### src/rtl/lkvc_pkg.sv
`timescale 1ns / 1ps
package lkvc_pkg;

   localparam int ENTRIES   = 16;
   localparam int KEY_BITS  = 32;
   localparam int DATA_BITS = 32;

   localparam int RANK_BITS = $clog2(ENTRIES);
   localparam int CNT_BITS  = $clog2(ENTRIES + 1);
   localparam int CAP_BITS  = 5;
   localparam int CMP_BITS  = (CNT_BITS > CAP_BITS) ? CNT_BITS : CAP_BITS;

   localparam logic [CAP_BITS-1:0] CAP_RESET = CAP_BITS'(16);

   typedef enum logic {
      ACT_GET = 1'b0,
      ACT_PUT = 1'b1
   } action_type;

   typedef struct packed {
      action_type           action;
      logic [KEY_BITS-1:0]  lookup_key;
      logic [DATA_BITS-1:0] write_value;
   } item_type;

   typedef struct packed {
      logic                 found;
      logic [DATA_BITS-1:0] read_value;
   } result_type;

endpackage

### src/rtl/lkvc_store.sv
`timescale 1ns / 1ps
module lkvc_store
   import lkvc_pkg::*;
(
   input  logic                clock,
   input  logic                reset,
   input  logic [CAP_BITS-1:0] capacity,
   input  logic                fire,
   input  item_type            item,
   output result_type          result
);

   logic [KEY_BITS-1:0]  key_ff   [ENTRIES];
   logic [DATA_BITS-1:0] data_ff  [ENTRIES];
   logic [RANK_BITS-1:0] rank_ff  [ENTRIES];
   logic [RANK_BITS-1:0] rank_in  [ENTRIES];
   logic [ENTRIES-1:0]   valid_ff;
   logic [ENTRIES-1:0]   valid_in;
   logic [CNT_BITS-1:0]  count_ff;
   logic [CNT_BITS-1:0]  count_in;

   logic [ENTRIES-1:0]   match;
   logic [ENTRIES-1:0]   free;
   logic [ENTRIES-1:0]   victim;
   logic [ENTRIES-1:0]   hit_oh;
   logic [ENTRIES-1:0]   free_oh;
   logic [ENTRIES-1:0]   slot_oh;
   logic [ENTRIES-1:0]   key_we;
   logic [ENTRIES-1:0]   data_we;
   logic [RANK_BITS-1:0] hit_rank;
   logic [RANK_BITS-1:0] last_rank;
   logic [DATA_BITS-1:0] hit_data;
   logic [CMP_BITS-1:0]  cap_eff;
   logic [CMP_BITS-1:0]  count_wide;
   logic                 hit;
   logic                 is_put;
   logic                 insert;
   logic                 evict;

   assign is_put     = (item.action == ACT_PUT);
   // oldest valid entry carries rank count-1; only used when count is nonzero
   assign last_rank  = RANK_BITS'(count_ff - CNT_BITS'(1));
   assign count_wide = CMP_BITS'(count_ff);

   always_comb begin
      cap_eff = CMP_BITS'(capacity);
      if (capacity == '0) begin
         cap_eff = CMP_BITS'(1);
      end else if (CMP_BITS'(capacity) > CMP_BITS'(ENTRIES)) begin
         cap_eff = CMP_BITS'(ENTRIES);
      end
   end

   always_comb begin
      for (int i = 0; i < ENTRIES; i++) begin
         match[i]  = valid_ff[i] && (key_ff[i] == item.lookup_key);
         free[i]   = !valid_ff[i];
         victim[i] = valid_ff[i] && (rank_ff[i] == last_rank);
      end
   end

   // isolate the lowest set bit
   assign hit_oh  = match & (~match + ENTRIES'(1));
   assign free_oh = free & (~free + ENTRIES'(1));
   assign hit     = |match;
   assign insert  = is_put && !hit;
   assign evict   = insert && ((count_wide >= cap_eff) || !(|free));
   assign slot_oh = evict ? victim : free_oh;

   always_comb begin
      hit_rank = '0;
      hit_data = '0;
      for (int i = 0; i < ENTRIES; i++) begin
         hit_rank = hit_rank | (hit_oh[i] ? rank_ff[i] : '0);
         hit_data = hit_data | (hit_oh[i] ? data_ff[i] : '0);
      end
   end

   always_comb begin
      for (int i = 0; i < ENTRIES; i++) begin
         key_we[i]   = fire && insert && slot_oh[i];
         data_we[i]  = fire && is_put && (hit ? hit_oh[i] : slot_oh[i]);
         valid_in[i] = valid_ff[i] || (fire && insert && slot_oh[i]);
         rank_in[i]  = rank_ff[i];
         if (fire && hit) begin
            if (hit_oh[i]) begin
               rank_in[i] = '0;
            end else if (valid_ff[i] && (rank_ff[i] < hit_rank)) begin
               rank_in[i] = rank_ff[i] + RANK_BITS'(1);
            end
         end else if (fire && insert) begin
            if (slot_oh[i]) begin
               rank_in[i] = '0;
            end else if (valid_ff[i]) begin
               rank_in[i] = rank_ff[i] + RANK_BITS'(1);
            end
         end
      end
      count_in = count_ff;
      if (fire && insert && !evict) begin
         count_in = count_ff + CNT_BITS'(1);
      end
   end

   always_ff @(posedge clock) begin
      if (reset) begin
         valid_ff <= '0;
         count_ff <= '0;
         for (int i = 0; i < ENTRIES; i++) begin
            rank_ff[i] <= '0;
         end
      end else begin
         valid_ff <= valid_in;
         count_ff <= count_in;
         for (int i = 0; i < ENTRIES; i++) begin
            rank_ff[i] <= rank_in[i];
         end
      end
   end

   always_ff @(posedge clock) begin
      for (int i = 0; i < ENTRIES; i++) begin
         if (key_we[i]) begin
            key_ff[i] <= item.lookup_key;
         end
         if (data_we[i]) begin
            data_ff[i] <= item.write_value;
         end
      end
   end

   assign result.found      = hit;
   assign result.read_value = (hit && !is_put) ? hit_data : '0;

endmodule

### src/rtl/lru_key_value_cache_core.sv
`timescale 1ns / 1ps
// Fully associative key/value cache with least-recently-used replacement.
// Request words carry a get or put (req_tuser) plus key and value (req_tdata).
// Every request yields exactly one response word: rsp_tuser is the hit flag,
// rsp_tdata the stored value on a get hit and zero otherwise.
// A put on a new key evicts the least recent entry once the number of valid
// entries reaches csr_wdata as last written (0 acts as 1, above 16 as 16).
// Write csr only while no request is in flight.
// Each request passes through one input register and one response register.
// Throughput: one word per cycle while rsp_tready stays high; the
// 16-way parallel key compare and rank update are combinational.
// Reset clears all valid marks and ranks, sets capacity to 16 and empties
// both registers; keys and values need no clearing.
// When rsp_tready is low the response holds, the input register keeps its
// word and req_tready drops once both are occupied; nothing is lost.
module lru_key_value_cache_core
   import lkvc_pkg::*;
(
   input  logic                clock,
   input  logic                reset,

   input  logic                req_tvalid,
   output logic                req_tready,
   input  logic [63:0]         req_tdata,   // [31:0] lookup_key, [63:32] write_value
   input  logic                req_tuser,   // [0] action

   output logic                rsp_tvalid,
   input  logic                rsp_tready,
   output logic [31:0]         rsp_tdata,   // [31:0] read_value
   output logic                rsp_tuser,   // [0] found

   input  logic                csr_wen,
   input  logic [CAP_BITS-1:0] csr_wdata
);

   logic                 in_vld_ff;
   item_type             item_ff;
   logic                 out_vld_ff;
   result_type           out_ff;
   logic [CAP_BITS-1:0]  cap_ff;
   result_type           result;
   logic                 out_free;
   logic                 fire;

   assign out_free   = !out_vld_ff || rsp_tready;
   assign fire       = in_vld_ff && out_free;
   assign req_tready = !in_vld_ff || out_free;

   always_ff @(posedge clock) begin
      if (reset) begin
         in_vld_ff  <= 1'b0;
         out_vld_ff <= 1'b0;
         cap_ff     <= CAP_RESET;
      end else begin
         if (req_tready) begin
            in_vld_ff <= req_tvalid;
         end
         if (out_free) begin
            out_vld_ff <= in_vld_ff;
         end
         if (csr_wen) begin
            cap_ff <= csr_wdata;
         end
      end
   end

   always_ff @(posedge clock) begin
      if (req_tready && req_tvalid) begin
         item_ff.action      <= action_type'(req_tuser);
         item_ff.lookup_key  <= req_tdata[KEY_BITS-1:0];
         item_ff.write_value <= req_tdata[32 +: DATA_BITS];
      end
      if (fire) begin
         out_ff <= result;
      end
   end

   lkvc_store u_store (
      .clock    (clock),
      .reset    (reset),
      .capacity (cap_ff),
      .fire     (fire),
      .item     (item_ff),
      .result   (result)
   );

   assign rsp_tvalid = out_vld_ff;
   assign rsp_tdata  = out_ff.read_value;
   assign rsp_tuser  = out_ff.found;

endmodule

### config.mk
export PLATFORM = sky130hd
export DESIGN_NAME = lru_key_value_cache_core
export DESIGN_NICKNAME = d
export VERILOG_FILES = /design/src/rtl/lkvc_pkg.sv /design/src/rtl/lkvc_store.sv /design/src/rtl/lru_key_value_cache_core.sv
export SDC_FILE = /design/constraint.sdc
export NUM_CORES = 2
export LEC_CHECK = 0
export BUFFER_PORTS_ARGS = -buffer_cell sky130_fd_sc_hd__buf_2
export CAP_MARGIN = 15
export CORE_ASPECT_RATIO = 1.1
export CORE_MARGIN = 1.5
export CORE_UTILIZATION = 60
export CTS_CLUSTER_DIAMETER = 100
export DETAILED_ROUTE_END_ITERATION = 8
export HOLD_SLACK_MARGIN = 0.03
export PLACE_DENSITY = 0.78
export REMOVE_ABC_BUFFERS = 1
export SLEW_MARGIN = 10
export SYNTH_ARGS = -nofsm -noshare
export SYNTH_HDL_FRONTEND = slang
export SYNTH_SLANG_ARGS = --single-unit
### constraint.sdc
create_clock -name clock -period 9.7 [get_ports clock]
set_input_delay 0.97 -clock clock [delete_from_list [all_inputs] [get_ports clock]]
set_output_delay 0.97 -clock clock [all_outputs]
set_load 0.05 [all_outputs]
==> flow_summary.toml <==
[status]
status = "completed"

[floorplanning]
die_h_um = 313.7
ios = 110
num_rows = 113
initial_core_util_pct = 60.75
core_sq_mm = 0.08667
die_area_sq_mm = 0.08955
die_x_um = 285.5

[power]
clock_power_share_pct = 40.9
p_per_area_mw_per_mm2 = 181.3
cellLeakagePower_nw = 18.88
pwr-share-seq_pct = 54.9
sw_frac_of_total_pct = 21.82
p_total_w = 0.01058
max-vdd-ir-drop_mv = 0.2197
p_int_w = 0.008271
switching_power_w = 0.002308
combinationalPowerShare_pct = 4.2

[layout]
drive_gt1_share_pct = 11.69
final_nets = 3942
finalNonFillerCells = 5076
syn_to_final_growth_pct = 10.81
fin_area_sq_mm = 0.05835
diodes = 0

[detailed_routing]
viasPerCell = 6.742
first_pass_iters = 8
first_iter_violations = 4456
vias = 34220
drc = 0
drtAntennaViolNets = 0
finalWirelength_um = 142300
wire_per_inst_um = 28.04

[critical_path]
cp_max_fo = 36
critPathArrivalTime_ns = 7.54
critPathCaptureType = "flop"
cp.required_ns = 10.30
cp-start-kind = "flop"
path_class = "reg -> reg"

[timing]
period_needed_ns = 6.938
setup_tns_ns = 0
hold_violations = 0
setup_ws_ns = 2.762
rsz0062_at_grt = "false"
drv_slew = 0
max_slew_margin_pct = 18.70
min_period_over_period_pct = 71.52
fmax_mhz = 144.1
setup_viol = 0
worst_pin_slew_ns = 1.219
fin_skew_ns = 0.05194

[clock_tree]
clockBufferDepth = 3
cts_resized = 0
cts_buffers = 113
holdBufCountCts = 0
cts_sinks = 1214
clk_pin_slew_worst_paths_ns = 0.06
cts_setup_buffers = 0
clkLatencyLatePin_ns = 0.72
cts_tree = "done"
root_buffer = "clkbuf_16"
htreeDepth = 3

[global_route]
globalRouteOverflowTotal = 0
grt_antenna_before_repair = 3
grt_max_degree = 70
grt_usage_pct = 31.53
grt_pass1_vias = 32950
grt_pass1_wl_um = 209600

[logic_synthesis]
post_synth.cell_area_avg_sq_um = 14.24
yosysWarningCount = 0
yosysSeqAreaShare_pct = 67.48
synth.distinct_cells = 98
async_flop_share_pct = 0
ys_ff_latch = 1214
synth_enable_flop_cells = 1122
synth.cell_area_sq_mm = 0.05266
synth_top_flop_cell = "edfxtp_1"
syn_inst = 3699

[placement]
place_area_sq_mm = 0.05470
port_buffers = 109
dp_hpwl_um = 84350
placed_cells = 4862
finalWeightedCongestion = 0.9501
place_ws_ns = 3.025

[job]
drv_cap = 0

[worst_hold_path]
min_path_type = "in -> reg"
## critical path, cell delays in order (launching register included)
cell and delay, ns:
edfxtp_1 0.95, buf_4 0.40, xor2_1 0.16, nor4b_1 0.39, nand4_1 0.16, nor3_1 0.66
nor2_1 0.14, nand2_1 0.25, nor2_1 0.09, and3_2 0.59, a22o_1 0.33, a221oi_1 0.22
o2111a_1 0.86, ha_1 0.38, inv_1 0.07, nor3_1 0.05, nor4_1 0.23, a211oi_2 0.19
or4_1 0.52, a21oi_1 0.16
## power groups by stage
stage	Clock [W]	Sequential, W	Combinational, W
after CTS	0.00436	0.00581	0.000432
after floorplan	0	0.00598	0.000178
after detailed placement	0	0.00592	0.000429
after global routing	0.00455	0.00581	0.000462
after global placement	0	0.00592	0.000423
final	0.00433	0.00581	0.000440
## cells by family (layout without fill, tap and decap cells)
logic type,Yosys count,after routing,synth area share [%]
muxes,63,63,1.219
and+or+nand+nor,987,987,10.47
adders and majority gates,40,40,0.9457
xor gates and xnor gates,581,581,9.664
AOI/OAI and AO/OA,524,524,7.851
buffers and inverters,290,517,2.364
DFF,1214,1214,67.48
## through the flow
step / hold WS [ns] / util (%)
6_report: 0.4252 / 67.32
5_1_grt: 0.4146 / 67.32
4_1_cts: 0.3966 / 67.30
3_5_place_dp: 0.5000 / 63.11
3_3_place_gp: 0.4993 / 63.11
2_1_floorplan: 0.4611 / -
## final timing paths
kind	startpoint	to	slack (ns)	cells past startpoint
setup reg to reg	item_ff[59]$_DFFE_PP_	u_store.rank_ff[0][11]$_SDFFE_PP0P_	2.76	19
setup / recovery	item_ff[59]$_DFFE_PP_	u_store.rank_ff[0][11]$_SDFFE_PP0P_	2.76	19
hold / removal	req_tdata[33]	item_ff[1]$_DFFE_PP_	0.43	1
hold reg to reg	cap_ff[0]$_SDFFE_PP0P_	cap_ff[0]$_SDFFE_PP0P_	0.51	2
## registers in the layout, indices dropped and copies added, names as in the netlist
signal / cells
u_store.data_ff: 512
u_store.key_ff: 512
item_ff: 65
u_store.rank_ff: 64
rsp_tdata: 32
u_store.valid_ff: 16
cap_ff: 5
u_store.count_ff: 5
in_vld_ff: 1
rsp_tuser: 1
rsp_tvalid: 1
## Yosys cell counts, drive strengths merged, types with 19 or more instances
master | instances | share of area, %
nor2 | 128 | 0.91
inv | 95 | 0.68
nand4b | 27 | 0.45
a222oi | 33 | 0.63
o21ai | 42 | 0.40
a21oi | 56 | 0.53
nor3 | 41 | 0.40
or4 | 36 | 0.52
nand2 | 219 | 1.6
nor4 | 100 | 1.2
o31ai | 42 | 0.60
nand4 | 129 | 1.5
dfxtp | 92 | 3.5
nand2b | 28 | 0.33
a221oi | 72 | 1.2
buf | 92 | 0.95
a22o | 34 | 0.57
a41oi | 37 | 0.62
ha | 39 | 0.93
and3 | 35 | 0.43
a22oi | 34 | 0.48
o211ai | 19 | 0.27
nor4b | 23 | 0.39
xnor2 | 360 | 6.0
edfxtp | 1122 | 64
xor2 | 221 | 3.7
clkbuf | 102 | 0.73
nand3 | 102 | 0.97
mux2i | 54 | 1.0
## cell usage in the layout, fill, tap and decap left out, types with 18 or more instances in the layout
cell type | Yosys | layout
o21ai_0 | 31 | 31
nand4_1 | 129 | 129
dfxtp_1 | 92 | 92
xnor2_1 | 360 | 359
nand4b_1 | 27 | 27
clkbuf_16 | 0 | 113
a221oi_1 | 71 | 71
a22oi_1 | 34 | 34
clkinv_1 | 1 | 28
nand3_1 | 102 | 101
xor2_1 | 221 | 220
nor2b_1 | 18 | 18
buf_2 | 65 | 108
or4_1 | 35 | 35
nand2_1 | 219 | 216
edfxtp_1 | 1122 | 1122
nor2_1 | 128 | 119
a41oi_1 | 37 | 37
a22o_1 | 34 | 34
buf_4 | 10 | 98
o211ai_1 | 19 | 19
ha_1 | 39 | 39
nand2b_1 | 28 | 28
a222oi_1 | 33 | 33
mux2i_1 | 54 | 54
and3_1 | 34 | 29
a21oi_1 | 56 | 54
o31ai_1 | 42 | 42
nor4b_1 | 22 | 22
nor4_1 | 98 | 95
inv_1 | 95 | 94
clkbuf_1 | 102 | 29
nor3_1 | 40 | 39
## final cells by class
class / count / area, sq um
clock buffer: 143 / 2950
clock inverter: 70 / 680.7
fill: 5736 / 28320
inverter: 96 / 360.3
multi-input combinational: 2195 / 16070
sequential: 1214 / 35530
tap: 1150 / 1439
timing repair buffer: 208 / 1316
## per-layer routing
metal | part of all wire, % | routed length (um) | vias to the layer above | global-route usage (%)
li1 | - | - | 14580 | -
met1 | 39 | 55060 | 16940 | 44.64
met2 | 46 | 65720 | 2324 | 49.42
met3 | 11 | 15760 | 386 | 4.978
met4 | 4.1 | 5781 | 0 | 12.61
met5 | 0 | 0 | - | 0
Power figures use the tool's default switching activity.
